--- src/icv_pkg.sv ---
`default_nettype none
package icv_pkg;

  // Store geometry
  localparam int MAX_COLUMNS = 64;
  localparam int MAX_ROWS    = 64;
  localparam int MAX_KERNEL  = 7;

  // Field widths
  localparam int COL_W  = 6;
  localparam int ROW_W  = 6;
  localparam int DIM_W  = 7;
  localparam int KS_W   = 3;
  localparam int VAL_W  = 16;
  localparam int PROD_W = 32;
  localparam int SUM_W  = 37;

  // Memory sizes; the image address is {row, column} since MAX_COLUMNS is 2**COL_W
  localparam int IMG_DEPTH = MAX_COLUMNS * MAX_ROWS;
  localparam int IMG_AW    = COL_W + ROW_W;
  localparam int KRN_DEPTH = MAX_KERNEL * MAX_KERNEL;
  localparam int KRN_AW    = 6;

  // Opcodes
  localparam logic [1:0] OP_KERNEL  = 2'd0;
  localparam logic [1:0] OP_IMAGE   = 2'd1;
  localparam logic [1:0] OP_COMPUTE = 2'd2;

  // Status codes
  localparam logic [1:0] ST_OK       = 2'd0;
  localparam logic [1:0] ST_EVEN     = 2'd1;
  localparam logic [1:0] ST_RANGE    = 2'd2;

  // Configuration register indexes
  localparam logic [1:0] REG_COLUMNS = 2'd0;
  localparam logic [1:0] REG_ROWS    = 2'd1;
  localparam logic [1:0] REG_KSIZE   = 2'd2;
  localparam logic [1:0] REG_PADDING = 2'd3;

  // Jump conditions
  localparam logic [2:0] C_NEVER     = 3'd0;
  localparam logic [2:0] C_ALWAYS    = 3'd1;
  localparam logic [2:0] C_NO_REQ    = 3'd2;
  localparam logic [2:0] C_FAULT     = 3'd3;
  localparam logic [2:0] C_COMPUTE   = 3'd4;
  localparam logic [2:0] C_MORE_TAPS = 3'd5;
  localparam logic [2:0] C_OUT_FULL  = 3'd6;

  // Program steps
  localparam int PC_W = 3;
  localparam logic [PC_W-1:0] S_FETCH    = 3'd0;
  localparam logic [PC_W-1:0] S_CHECK    = 3'd1;
  localparam logic [PC_W-1:0] S_DISPATCH = 3'd2;
  localparam logic [PC_W-1:0] S_WRITE    = 3'd3;
  localparam logic [PC_W-1:0] S_TAP      = 3'd4;
  localparam logic [PC_W-1:0] S_DRAIN0   = 3'd5;
  localparam logic [PC_W-1:0] S_DRAIN1   = 3'd6;
  localparam logic [PC_W-1:0] S_EMIT     = 3'd7;

  typedef struct packed {
    logic [1:0]              opcode;
    logic [COL_W-1:0]        column;
    logic [ROW_W-1:0]        row_index;
    logic signed [VAL_W-1:0] write_value;
  } in_t;

  typedef struct packed {
    logic signed [SUM_W-1:0] conv_sum;
    logic [1:0]              status;
  } out_t;

  typedef struct packed {
    logic [DIM_W-1:0]        image_columns;
    logic [DIM_W-1:0]        image_rows;
    logic [KS_W-1:0]         kernel_size;
    logic signed [VAL_W-1:0] padding_value;
  } cfg_t;

  // One control word of the program
  typedef struct packed {
    logic            take;   // ready for a new request
    logic            check;  // latch status, clear accumulator and tap counters
    logic            wr;     // write the store selected by the opcode
    logic            issue;  // read one tap and advance the tap counters
    logic            emit;   // load the result register
    logic            fin;    // fall through to the fetch step
    logic [2:0]      cond;
    logic [PC_W-1:0] target;
  } ctl_t;

  // Datapath flags seen by the sequencer
  typedef struct packed {
    logic fault;
    logic compute;
    logic more_taps;
  } flags_t;

  function automatic ctl_t icv_ucode(input logic [PC_W-1:0] pc);
    ctl_t w;
    w = '0;
    case (pc)
      S_FETCH: begin
        w.take = 1'b1; w.cond = C_NO_REQ; w.target = S_FETCH;
      end
      S_CHECK: begin
        w.check = 1'b1; w.cond = C_FAULT; w.target = S_EMIT;
      end
      S_DISPATCH: begin
        w.cond = C_COMPUTE; w.target = S_TAP;
      end
      S_WRITE: begin
        w.wr = 1'b1; w.cond = C_ALWAYS; w.target = S_EMIT;
      end
      S_TAP: begin
        w.issue = 1'b1; w.cond = C_MORE_TAPS; w.target = S_TAP;
      end
      S_DRAIN0: begin
        w.cond = C_NEVER; w.target = S_FETCH;
      end
      S_DRAIN1: begin
        w.cond = C_NEVER; w.target = S_FETCH;
      end
      S_EMIT: begin
        w.emit = 1'b1; w.fin = 1'b1; w.cond = C_OUT_FULL; w.target = S_EMIT;
      end
      default: begin
        w.fin = 1'b1; w.cond = C_NEVER; w.target = S_FETCH;
      end
    endcase
    return w;
  endfunction

endpackage
`default_nettype wire

--- src/icv_seq.sv ---
`default_nettype none
module icv_seq (
  input  wire logic            clk,
  input  wire logic            rst,
  input  wire logic            req_valid,
  input  wire logic            out_full,
  input  wire icv_pkg::flags_t flags,
  output icv_pkg::ctl_t        ctl
);
  import icv_pkg::*;

  logic [PC_W-1:0] pc;
  logic [PC_W-1:0] pc_next;
  logic            taken;

  // Fetch the control word for the current step
  assign ctl = icv_ucode(pc);

  // Evaluate the jump condition
  always_comb begin
    case (ctl.cond)
      C_NEVER:     taken = 1'b0;
      C_ALWAYS:    taken = 1'b1;
      C_NO_REQ:    taken = !req_valid;
      C_FAULT:     taken = flags.fault;
      C_COMPUTE:   taken = flags.compute;
      C_MORE_TAPS: taken = flags.more_taps;
      C_OUT_FULL:  taken = out_full;
      default:     taken = 1'b0;
    endcase
  end

  // Jump, return to fetch, or step on
  always_comb begin
    if (taken) begin
      pc_next = ctl.target;
    end else if (ctl.fin) begin
      pc_next = S_FETCH;
    end else begin
      pc_next = pc + 1'b1;
    end
  end

  always_ff @(posedge clk) begin
    if (rst) begin
      pc <= S_FETCH;
    end else begin
      pc <= pc_next;
    end
  end

endmodule
`default_nettype wire

--- config.mk ---
export PLATFORM = sky130hd
export DESIGN_NAME = icv_seq
export DESIGN_NICKNAME = d
export VERILOG_FILES = /design/src/icv_pkg.sv /design/src/icv_seq.sv
export SDC_FILE = /design/constraint.sdc
export NUM_CORES = 1
export LEC_CHECK = 0
export BUFFER_PORTS_ARGS = -buffer_cell sky130_fd_sc_hd__buf_2
export CAP_MARGIN = 20
export CORE_AREA = 2 2 39 41
export CTS_CLUSTER_DIAMETER = 200
export DETAILED_ROUTE_END_ITERATION = 16
export DIE_AREA = 0 0 41 43
export GPL_TIMING_DRIVEN = 0
export HOLD_SLACK_MARGIN = 0.03
export PLACE_DENSITY = 0.6
export SLEW_MARGIN = 5
export SYNTH_ARGS = -nofsm -noshare
export SYNTH_HDL_FRONTEND = slang
export SYNTH_SLANG_ARGS = --single-unit
--- constraint.sdc ---
create_clock -name clk -period 6.3 [get_ports clk]
set_clock_uncertainty 0.1 [all_clocks]
set_input_delay 0.315 -clock clk [delete_from_list [all_inputs] [get_ports clk]]
set_output_delay 0.315 -clock clk [all_outputs]
set_load 0.05 [all_outputs]
======== Word-level counts from Yosys, hierarchy flattened ========
Cells that the tools add are included.
cells by class
  equality and inequality tests ........... 13
  reduce and logical (&&, ||, !) cells .... 3
  $add $sub $neg .......................... 1
  mux-type cells .......................... 9
operators by type and width
  operator                                                          count
  6-bit one-hot mux with 7 select lines                             1
  3-bit == test (second input constant)                             7
  3-bit by 2-bit == test with 1-bit output (second input constant)  4
  3-bit by 1-bit == test with 1-bit output (second input constant)  2
  3-bit two-way mux                                                 2
  1-bit one-hot mux with 6 select lines                             1
  1-bit two-way mux                                                 4
  3-bit by 1-bit adder with 3-bit output (second input constant)    1
  3-bit logical NOT                                                 1
  2-bit two-way mux                                                 1
  2-bit OR reduction                                                1
  1-bit logical NOT                                                 1
word-level totals
  input bits .............................. 7
  register bits ........................... 3
  output and inout port bits .............. 12

======== Longest topological paths before layout ========
  depth after elaboration ................. 6
  gate-level depth with buffers ........... 8
  mapped depth without buffers ............ 8

======== Least setup slack after synthesis ========
Ideal clock, no wire load.
  path type ............................... flip-flop to flip-flop
  start ................................... register pc[0]
  end ..................................... register pc[0]
  stages on the path, launching flop included .. 9
  clock period less this slack ............ 2.707 ns
  data required time ...................... 6.079 ns
  setup time .............................. 0.121 ns
  arrival time ............................ 2.486 ns
  slack ................................... 3.593 ns
  path buffers ............................ 0
  cell sequence ........................... dfxtp_1 > ha_1 > ha_1 > o21bai_1 > a21oi_1 > inv_1 > mux2_2 > o211ai_2 > mux2_4
RTL lines
  what                      line           text
  start: declaration        icv_seq.sv:12  logic [PC_W-1:0] pc;
  start signal: assignment  icv_seq.sv:48  pc <= pc_next;

==> metrics.md <==
| Metric | Value |
|---|---|
| Peak fanout along the critical path | 5 |
| Clock transition at path regs | roughly 0.040 ns |
| Largest net degree at the start of global routing | 10 |
| Total gr overflow | 0 |
| Vias per cell | 4.60 |
| Multi-input gate area | about 280 µm² |
| Hold_ws | 0.194 ns |
| Fill count | around 150 |
| Crit path from | pc[0] |
| Top-count cell post-synth | inv_1 |
| Worst EP required | 5.88 ns |
| EDFF count, synth | 0 |
| Startpoint types | flip-flop |
| Die X | a little over 40 µm |
| Mapped Area | 387 µm² |
| Max cap viols | 0 |
| Layout cell share with drive strength beyond 1 | 44.1% |
| Syn Area/Cell | 8.40 µm² |
| Top FF cell, synth | dfxtp_1 |
| FF-to-FF path depth | 8 |
| Post-synthesis sequential area ratio | between 10% and 20% |
| Main area contributors after synthesis | ha_1, dfxtp_1, mux2_4 |
| Drt pass-1 iters | 4 |
| Minimum clock period | around 2.4 ns |
| Final WL | 840 µm |
| Synth async-reset ratio | 0% |
| Sequential cell area | 60.1 µm² |
| Top Registers | pc x3 |
| Final setup viols | 0 |
| Synth warn | 0 |
| Area grow syn2layout | 35.3% |
| Vias in the first global route | 326 |
| Clock tree from TritonCTS | built |
| Max reg flops | 3 |
| Worst-Margin Slew | 0.539 ns |
| Initial antenna violation count | 0 |
| DRC errors left | 0 |
| Unrepaired setup endpoints after global routing | false |
| Longest individual stage delay on the worst path | 0.49 ns |
| First-pass GRT wire length | 1340 µm |
| Die ar. | 1760 µm² |
| Die Y-Extent | 43 µm |
| Crit share post-route | 37.9% |
| Slowest CP cell | a211oi_1 |
| Post-synth top cells | inv_1, ha_1, dfxtp_1 |
| Starting Density | between 20 and 30% |
| Final ANT Viol Nets | 0 |
| Via count | 386 |
| Endpoint class of the critical path | output pin |
| Clock Tree Buf Depth | 2 |
| Max Slew Vio Count | 0 |
| HP Start | rst |
| Core area | 1380 µm² |
| RR Startpoint | pc[0] |
| Worst path cell trace | inv_1, ha_1, and2_1, clkbuf_2, a211oi_1, nand2_1, buf_2 |
| Avg WL per Cell | 10.0 µm |
| Post-CTS sizing | 0 |
| Clock tree root buffer cell | clkbuf_4 |
| Hold Vio Cnt, Final | 0 |
| Util after Layout | 37.8% |
| Number of placed I/O pins | 19 |
| Seq cells post-synth | 3 |
| IO Port Bufs | 18 |
| Post-CTS setup buffers | 0 |
| CP top delay family | compound AO/OA/AOI/OAI gates |
| Critical path class | reg -> out |
| 1st-iter DRT viols | 9 |
| Final nets | ~80 |
| Worst path depth | 7 |
| Diodes inserted | 0 |
| Fmax | 419 MHz |
| Global-route usage over all layers | 11.0% |
| CTS sink count | 3 |
| Row count | 14 |
| Hold_buf cts | 0 |
| Clk_lat worst skew | 0.23 ns |
| Hold Crit Depth | 2 |
| Leading area contributor after synthesis | ha_1 |
| Outcome | complete, no violations |
| DPL Wire Length | 682 µm |
| H-tree levels | 1 |
| WP data arrival | 1.97 ns |
| Yosys top cell area share | 19.4% |
| Synth Instances | 46 |
| Worst slew margin | 63.8% |
| Synth Net Count | between 50 and 60 |
| Gpl congestion | 0.678 |
| Buf+Inv Stages, Crit Path | 3 |
| Register name with the most flops | pc |
| HP Class | in -> reg |
| Total CTS buffers | 3 |
| Yosys cell types | 27 |
| Final setup TNS | 0 ns |
[path summary, 6_finish.rpt]
| path | endpoint | slack, ns |
|---|---|---|
| min reg2reg | pc[2] | 0.59 |
| max | ctl[2] | 3.92 |
| max reg2reg | pc[1] | 3.94 |
| min | pc[2] | 0.19 |
[layout by cell type (no fill, tap or decap), types with 2 or more instances in the layout]
cell type / n
buf_2: 18
inv_1: 7
ha_1: 6
clkbuf_4: 3
dfxtp_1: 3
a211oi_1: 2
a21oi_1: 2
nor3_1: 2
nand2_1: 2
mux2_4: 2
buf_4: 2
[kinds of logic (layout without fill, tap and decap cells)]
family,after synthesis,after routing,synth area share (%)
muxes,3,3,10.7
DFF,3,3,15.5
AOI/OAI and AO/OA,11,11,21.4
adders and majority gates,6,6,19.4
and+or+nand+nor,13,13,21.0
buffers and inverters,10,32,12.0
[per-layer routing]
metal | global-route usage (%) | share of wire [%]
met4 | 4.00 | 0
met5 | 0 | 0
met2 | 15.6 | 46
met1 | 14.4 | 45
met3 | 4.71 | 9.0
[stage by stage]
step | worst slack (ns) | cells | instance area, µm²
global placement | 3.96 | 80 | 497
finish | 3.92 | 84 | 523
global route | 3.74 | 84 | 523
detailed placement | 3.95 | 80 | 497
floorplan | 3.59 | 46 | 387
CTS | 3.89 | 84 | 523
[layout make-up]
type                            count  area share (%)
Sequential cell                     3            11.5
Tap cell                           16            3.83
Multi-Input combinational cell     33            53.6
Inverter                            7            5.02
Timing Repair Buffer               18            17.2
Clock buffer                        4            5.02
Buffer                              3            3.83
Power is not shown: default switching activity piles up to over one toggle a cycle in this logic, so the estimate is an artifact.
